==> config.mk <==
export PLATFORM = sky130hd
export DESIGN_NAME = int_scaled_to_binary64_top
export DESIGN_NICKNAME = d
export VERILOG_FILES = /design/src/rtl/i2d_pkg.sv /design/src/rtl/i2d_norm.sv /design/src/rtl/int_scaled_to_binary64_top.sv
export SDC_FILE = /design/constraint.sdc
export NUM_CORES = 1
export LEC_CHECK = 0
export ABC_CLOCK_PERIOD_IN_PS = 15100
export CORE_ASPECT_RATIO = 0.9
export CORE_MARGIN = 2
export CORE_UTILIZATION = 45
export DETAILED_ROUTE_END_ITERATION = 8
export DONT_BUFFER_PORTS = 1
export HOLD_SLACK_MARGIN = 0.15
export PLACE_DENSITY = 0.66
export SYNTH_ARGS = -nofsm -noshare
export SYNTH_HDL_FRONTEND = slang
export SYNTH_SLANG_ARGS = --single-unit
==> constraint.sdc <==
create_clock -name clk_i -period 15.1 [get_ports clk_i]
set_clock_uncertainty 0.2 [all_clocks]
set_input_delay 0.755 -clock clk_i [delete_from_list [all_inputs] [get_ports clk_i]]
set_output_delay 0.755 -clock clk_i [all_outputs]
set_load 0.02 [all_outputs]
==> src/rtl/i2d_pkg.sv <==
`timescale 1ns / 1ps
// ----------------------------------------------------------------------------
// i2d_pkg: shared types and constants of the scaled integer to binary64 unit
// Status codes, binary64 field constants, the stage enable group and the
// result group of the normalizer.
// ----------------------------------------------------------------------------
package i2d_pkg;

  localparam int unsigned MAG_W     = 64;
  localparam int unsigned EXP_W     = 16;
  localparam int unsigned POS_W     = 6;
  localparam int unsigned BIASED_W  = 17;
  localparam int unsigned FRAC_BITS = 52;
  localparam int unsigned EXPF_W    = 11;
  localparam int unsigned EXP_BIAS  = 1023;
  localparam int unsigned EXP_MAX   = 2047;

  localparam logic [63:0] NAN_PATTERN = 64'h7FF0_0000_0000_0001;

  typedef enum logic [2:0] {
    ST_NORMAL    = 3'd0,
    ST_ZERO      = 3'd1,
    ST_OVERFLOW  = 3'd2,
    ST_UNDERFLOW = 3'd3,
    ST_NAN       = 3'd4
  } i2d_status_e;

  typedef struct packed {
    logic en_b;
    logic en_c;
    logic en_d;
  } i2d_stage_en_t;

  typedef struct packed {
    logic [POS_W-1:0] pos_c;
    logic [MAG_W-1:0] norm_d;
  } i2d_norm_t;

  // Index of the highest set bit of a byte, zero for an empty byte.
  function automatic logic [2:0] lead8(input logic [7:0] v);
    logic [2:0] r;
    r = 3'd0;
    for (int i = 0; i < 8; i++) begin
      if (v[i]) begin
        r = 3'(i);
      end
    end
    return r;
  endfunction

endpackage

==> src/rtl/i2d_norm.sv <==
`timescale 1ns / 1ps
// ----------------------------------------------------------------------------
// i2d_norm: three stage leading one search and normalizing shift
// Stage B finds the leading one inside each byte, stage C picks the top byte
// and shifts by whole bytes, stage D finishes the shift so bit 63 is set.
// ----------------------------------------------------------------------------
module i2d_norm import i2d_pkg::*; (
  input  logic                 clk_i,
  input  i2d_stage_en_t        en_i,
  input  logic [MAG_W-1:0]     mag_i,
  output i2d_norm_t            norm_o
);

  logic [MAG_W-1:0] mag_b_q;
  logic [7:0]       nz_b_q, nz_b_d;
  logic [23:0]      loc_b_q, loc_b_d;

  logic [MAG_W-1:0] coarse_c_q, coarse_c_d;
  logic [2:0]       fine_c_q;
  logic [POS_W-1:0] pos_c_q, pos_c_d;
  logic [2:0]       grp_c;
  logic [2:0]       lpos_c;

  logic [MAG_W-1:0] norm_d_q, norm_d_d;

  always_comb begin
    for (int g = 0; g < 8; g++) begin
      nz_b_d[g]           = |mag_i[g*8 +: 8];
      loc_b_d[g*3 +: 3]   = lead8(mag_i[g*8 +: 8]);
    end
  end

  always_comb begin
    grp_c      = lead8(nz_b_q);
    lpos_c     = loc_b_q[grp_c*3 +: 3];
    pos_c_d    = {grp_c, lpos_c};
    coarse_c_d = mag_b_q << {~grp_c, 3'b000};
  end

  assign norm_d_d = coarse_c_q << fine_c_q;

  always_ff @(posedge clk_i) begin
    if (en_i.en_b) begin
      mag_b_q <= mag_i;
      nz_b_q  <= nz_b_d;
      loc_b_q <= loc_b_d;
    end
    if (en_i.en_c) begin
      coarse_c_q <= coarse_c_d;
      fine_c_q   <= ~lpos_c;
      pos_c_q    <= pos_c_d;
    end
    if (en_i.en_d) begin
      norm_d_q <= norm_d_d;
    end
  end

  assign norm_o.pos_c  = pos_c_q;
  assign norm_o.norm_d = norm_d_q;

endmodule

==> src/rtl/int_scaled_to_binary64_top.sv <==
`timescale 1ns / 1ps
// ----------------------------------------------------------------------------
// int_scaled_to_binary64_top: signed integer times a power of two to binary64
// Five stage pipeline: magnitude, byte search, coarse shift, fine shift and
// exponent bias, then special case selection into the output register.
// ----------------------------------------------------------------------------
// Channel  Direction  Handshake                 Payload
// in       input      in_valid_i / in_stall_o   mantissa_i, exponent_i
// out      output     out_valid_o / out_stall_i double_bits_o, status_o
//
// Each request passes through the five stage registers, one per stage, from acceptance to its result.
// A new request can enter every cycle unless an output stall has filled every stage register.
// Reset empties the pipeline; the payload registers hold no reset value.
// A stall at the output holds the stages behind it; empty stages still fill.
// ----------------------------------------------------------------------------
module int_scaled_to_binary64_top import i2d_pkg::*; (
  input  logic                    clk_i,
  input  logic                    rst_ni,
  input  logic                    in_valid_i,
  output logic                    in_stall_o,
  input  logic signed [MAG_W-1:0] mantissa_i,
  input  logic signed [EXP_W-1:0] exponent_i,
  output logic                    out_valid_o,
  input  logic                    out_stall_i,
  output logic [63:0]             double_bits_o,
  output logic [2:0]              status_o
);

  logic va_q, vb_q, vc_q, vd_q, ve_q;
  logic rdy_a, rdy_b, rdy_c, rdy_d, rdy_e;
  logic en_a, en_e;
  i2d_stage_en_t en;
  i2d_norm_t     norm;

  logic [MAG_W-1:0] mag_a_q, mag_a_d;
  logic             sign_a_q, sign_b_q, sign_c_q, sign_d_q;
  logic             zero_a_q, zero_b_q, zero_c_q, zero_d_q;
  logic             nan_a_q, nan_b_q, nan_c_q, nan_d_q;
  logic [EXP_W-1:0] ex_a_q, ex_b_q, ex_c_q;
  logic [BIASED_W-1:0] biased_d_q, biased_d_d;

  logic [63:0]  bits_e_q, bits_e_d;
  i2d_status_e  status_e_q, status_e_d;
  logic         ovf_d, unf_d;

  assign rdy_e = ~ve_q | ~out_stall_i;
  assign rdy_d = ~vd_q | rdy_e;
  assign rdy_c = ~vc_q | rdy_d;
  assign rdy_b = ~vb_q | rdy_c;
  assign rdy_a = ~va_q | rdy_b;

  assign en_a    = rdy_a & in_valid_i;
  assign en.en_b = rdy_b & va_q;
  assign en.en_c = rdy_c & vb_q;
  assign en.en_d = rdy_d & vc_q;
  assign en_e    = rdy_e & vd_q;

  assign in_stall_o = ~rdy_a;

  always_ff @(posedge clk_i or negedge rst_ni) begin
    if (!rst_ni) begin
      va_q <= 1'b0;
      vb_q <= 1'b0;
      vc_q <= 1'b0;
      vd_q <= 1'b0;
      ve_q <= 1'b0;
    end else begin
      if (rdy_a) va_q <= in_valid_i;
      if (rdy_b) vb_q <= va_q;
      if (rdy_c) vc_q <= vb_q;
      if (rdy_d) vd_q <= vc_q;
      if (rdy_e) ve_q <= vd_q;
    end
  end

  assign mag_a_d = mantissa_i[MAG_W-1] ? (~mantissa_i + 64'd1) : mantissa_i;

  assign biased_d_d = {ex_c_q[EXP_W-1], ex_c_q}
                    + {{(BIASED_W-POS_W){1'b0}}, norm.pos_c}
                    + BIASED_W'(EXP_BIAS);

  assign ovf_d = $signed(biased_d_q) >= $signed(BIASED_W'(EXP_MAX));
  assign unf_d = biased_d_q[BIASED_W-1] | (biased_d_q == '0);

  always_comb begin
    if (zero_d_q) begin
      bits_e_d   = 64'd0;
      status_e_d = ST_ZERO;
    end else if (nan_d_q) begin
      bits_e_d   = NAN_PATTERN;
      status_e_d = ST_NAN;
    end else if (ovf_d) begin
      bits_e_d   = {sign_d_q, EXPF_W'(EXP_MAX), {FRAC_BITS{1'b0}}};
      status_e_d = ST_OVERFLOW;
    end else if (unf_d) begin
      bits_e_d   = {sign_d_q, 63'd0};
      status_e_d = ST_UNDERFLOW;
    end else begin
      bits_e_d   = {sign_d_q, biased_d_q[EXPF_W-1:0], norm.norm_d[62 -: FRAC_BITS]};
      status_e_d = ST_NORMAL;
    end
  end

  always_ff @(posedge clk_i) begin
    if (en_a) begin
      mag_a_q  <= mag_a_d;
      sign_a_q <= mantissa_i[MAG_W-1];
      zero_a_q <= (mantissa_i == '0);
      nan_a_q  <= (mantissa_i == {1'b1, {(MAG_W-1){1'b0}}});
      ex_a_q   <= exponent_i;
    end
    if (en.en_b) begin
      sign_b_q <= sign_a_q;
      zero_b_q <= zero_a_q;
      nan_b_q  <= nan_a_q;
      ex_b_q   <= ex_a_q;
    end
    if (en.en_c) begin
      sign_c_q <= sign_b_q;
      zero_c_q <= zero_b_q;
      nan_c_q  <= nan_b_q;
      ex_c_q   <= ex_b_q;
    end
    if (en.en_d) begin
      sign_d_q   <= sign_c_q;
      zero_d_q   <= zero_c_q;
      nan_d_q    <= nan_c_q;
      biased_d_q <= biased_d_d;
    end
    if (en_e) begin
      bits_e_q   <= bits_e_d;
      status_e_q <= status_e_d;
    end
  end

  i2d_norm u_norm (
    .clk_i  (clk_i),
    .en_i   (en),
    .mag_i  (mag_a_q),
    .norm_o (norm)
  );

  assign out_valid_o   = ve_q;
  assign double_bits_o = bits_e_q;
  assign status_o      = status_e_q;

`ifndef SYNTHESIS
  a_norm_msb: assert property (@(posedge clk_i) disable iff (!rst_ni)
    vd_q && !zero_d_q && !nan_d_q |-> norm.norm_d[MAG_W-1])
    else $error("normalized magnitude lacks its leading one");

  a_nan_path: assert property (@(posedge clk_i) disable iff (!rst_ni)
    vd_q && nan_d_q && rdy_e |=> out_valid_o && status_o == ST_NAN)
    else $error("most negative mantissa did not give the NaN status");

  a_normal_exp: assert property (@(posedge clk_i) disable iff (!rst_ni)
    out_valid_o && status_o == ST_NORMAL |->
      double_bits_o[62:52] != '0 && double_bits_o[62:52] != '1)
    else $error("normal result carries a reserved exponent");

  a_full_stall: assert property (@(posedge clk_i) disable iff (!rst_ni)
    va_q && vb_q && vc_q && vd_q && ve_q && out_stall_i |-> in_stall_o)
    else $error("full pipeline accepted a request during an output stall");
`endif

endmodule

==> summary.txt <==
STA
  – Unrepaired setup endpoints after global routing: false
  – Slew @ Worst Pin: between 1 and 1.5 ns
  – Max Slew Vio Count: 0
  – Final Hold Vio Count: 0
  – Crit path time final: approximately 3.5 ns
  – Worst slew margin: 0.164
  – Final period util: 0.231
  – Setup TNS: 0 ns
  – Final setup viols: 0
  – Fmax: roughly 290 MHz

Floorplanning
  – DIE AREA: approximately 47000 um^2
  – Die W: approximately 230 um
  – Starting density of the core: 0.456
  – # IOs: between 150 and 200
  – Core box area: 44300 um^2
  – Chip height: ~200 um
  – Row Count: 73

Setup path
  – CP peak stage delay: 1.05 ns
  – Crit Path Class: reg2reg
  – Cell Chain, Critical Path: nor4_4 > inv_1 > buf_4 > mux2i_1 > o21ai_0 > a21oi_1 > a211o_1
  – CP endpoint kind: register
  – Max FO, Critical Path: 30
  – R2R Setup Slk: approximately 12 ns
  – Slowest cell on crit path: nor4_4
  – CP Data Required Time: around 15 ns
  – CP Launch Type: register
  – CP Buf/Inv Count: 2
  – WP data arrival: about 3.6 ns
  – Crit-path leading delay family: simple AND/OR/NAND/NOR gates

Placed design
  – Post-Place Cells: 2005
  – Post-DP HPWL: between 30000 and 40000 um
  – Final GP Congestion: a little under 0.9
  – IO Port Bufs: 0

Pwr
  – Pwr per Cell Area: about 140 nW/um^2
  – P_sw: a little under 0.8 mW
  – Sequential fraction of design power: 0.542
  – Worst vdd ir: approximately 0.07 mV
  – Clock share of power: 0.321
  – Logic gate share of total power: 0.137
  – Sw Ratio: 0.260
  – Internal power: approximately 2.3 mW
  – LEAKAGE: approximately 8.2 nW

Route
  – Drc violations: 0
  – Vias: around 12000
  – Initial DRC Count: between 900 and 1000
  – Antenna viol nets, final: 0
  – Routed len/inst: between 20 and 25 um
  – First drt pass iteration count: 5
  – Via density per instance: between 5 and 6
  – Final wirelength: between 40000 and 50000 um

GRT
  – GR Overflow Total: 0
  – Pin count of the biggest net entering global routing: 79
  – Vias in the first global route: about 11000
  – Antenna violations before repair: 0
  – First-pass GRT wire length: just under 70000 um
  – Gr usage total: 0.191

Clock network
  – Reg clk slew, reported paths: around 0.06 ns
  – H-tree depth: 2
  – Sink Count: around 430
  – TritonCTS Buffers: 44
  – CTS tree: yes
  – Root buffer selected by CTS: clkbuf_16
  – Worst skew pair latency: 0.57 ns
  – Deepest clock path buffer count: 3

Logic synthesis
  – FFs w/ async S/R, synth: 0.0117
  – Cells after Synth: ~1500
  – Cell area after synthesis: about 20000 um^2
  – Yosys warns: 0
  – Yosys cell types: between 60 and 70
  – Post-synthesis sequential area ratio: 0.633
  – Dominant synthesized flop cell: edfxtp_1
  – Mapped Avg Cell Area: about 14 um^2
  – Flops & latches, synth: between 400 and 500
  – Post-synth top area cell: edfxtp_1
  – Number of synthesized flops with an enable pin: 422
  – Syn_nets: 1564
  – Post-synth top area share: 0.627
  – Synth area leaders: edfxtp_1, mux2i_1, mux2_2

Final layout
  – Core Util, Final: 0.505
  – Non-Filler Instances: between 2000 and 2500
  – Final #Nets: roughly 1600
  – Leading cell type in the layout, fill and taps excluded: edfxtp_1
  – N_diodes: 0
  – Area growth from synthesis to layout: 10.6%
  – Fill count: roughly 3700
  – Most frequent cells in the layout: edfxtp_1, mux2i_1, nor2_1
  – Ratio of cells with drive above 1 in the final layout: 0.137

Flow run
  – # Max-Cap Violations: 0

Min path
  – Hold Path Class: in2reg

Outcome
  – Outcome: finished clean
final timing paths:
path                                             from                      endpoint  cells after the start
setup / recovery           u_norm.nz_b_q[6]$_DFFE_PP_  u_norm.fine_c_q[2]$_DFFE_PP_                      7
hold / removal                         mantissa_i[16]         mag_a_q[16]$_DFFE_PP_                      1
setup reg to reg           u_norm.nz_b_q[6]$_DFFE_PP_  u_norm.fine_c_q[2]$_DFFE_PP_                      7
hold reg to reg                   ex_b_q[5]$_DFFE_PP_           ex_c_q[5]$_DFFE_PP_                      0
max in group asynchronous                      rst_ni              vb_q$_DFFE_PN0P_                      1
min in group asynchronous                      rst_ni              vd_q$_DFFE_PN0P_                      1
registers in the layout, indices dropped and copies added, names as in the netlist, 3 cells and up:
signal and count:
double_bits_o 64, u_norm.norm_d_q 52, ex_a_q 16, u_norm.loc_b_q 24, status_o 3, u_norm.pos_c_q 6
u_norm.fine_c_q 3, ex_b_q 16, u_norm.nz_b_q 7, biased_d_q 17, u_norm.coarse_c_q 59, u_norm.mag_b_q 63
mag_a_q 64, ex_c_q 16
power groups by stage:
stage / combinational (mW) / sequential [mW] / clock [mW]
2_1_floorplan: 0.324 / 1.64 / 0
6_report: 0.419 / 1.66 / 0.981
5_1_grt: 0.467 / 1.67 / 1.06
4_1_cts: 0.422 / 1.66 / 1.01
3_5_place_dp: 0.414 / 1.68 / 0
3_3_place_gp: 0.408 / 1.68 / 0
stage by stage:
| stage | power, mW | setup WS, ns | hold WS (ns) | cell area (um^2) |
|---|---|---|---|---|
| final | 3.06 | 11.62 | 0.185 | 22400 |
| after global routing | 3.20 | 11.37 | 0.165 | 22400 |
| after CTS | 3.09 | 11.69 | 0.158 | 22400 |
| after detailed placement | 2.09 | 11.57 | 0.205 | 20900 |
| after global placement | 2.09 | 11.70 | 0.201 | 20900 |
| after floorplan | 1.96 | 8.67 | 0.200 | 20200 |
cell families after synthesis:
kind of cell / after synthesis / share of synthesized area
fa+ha+maj: 18 / 0.0115
flops: 427 / 0.633
xor+xnor: 69 / 0.0299
mux: 225 / 0.135
compound gates: 232 / 0.0757
simple gates: 369 / 0.0917
buf+inv: 122 / 0.0234
synthesized netlist by cell type (17+ instances only):
cell type  instances
mux4_2            31
ha_1              17
and2_1            61
a21oi_1           50
mux2_2            69
nand2_1           88
o31ai_1           21
clkbuf_1          53
inv_1             51
mux2i_1          125
edfxtp_1         422
a211oi_1          18
xnor2_1           66
nor2_1           115
o21ai_0           57
layer usage:
layer,global-route usage,vias up,wire [um]
met5,0,-,0
met4,0.0670,0,1240
met3,0.0403,72,2530
met2,0.279,375,19000
met1,0.280,5640,20700
li1,-,5586,-
repair_timing:
item                      4_1_cts  5_1_grt
hold buffers                   21        0
resized for setup               0        0
hold endpoints to repair       25        0
setup buffers                   0        0
area by class of cell:
| class | instances | area, um^2 | share of cell area |
|---|---|---|---|
| flip-flops and latches | 427 | 12800 | 0.572 |
| clock inverters | 25 | 131 | 0.00587 |
| repair buffers | 35 | 315 | 0.0141 |
| clock buffers | 56 | 1180 | 0.0526 |
| well taps | 600 | 751 | 0.0336 |
| inverters | 51 | 191 | 0.00856 |
| multi-input cells | 913 | 7010 | 0.313 |
Power figures use the tool's default switching activity.
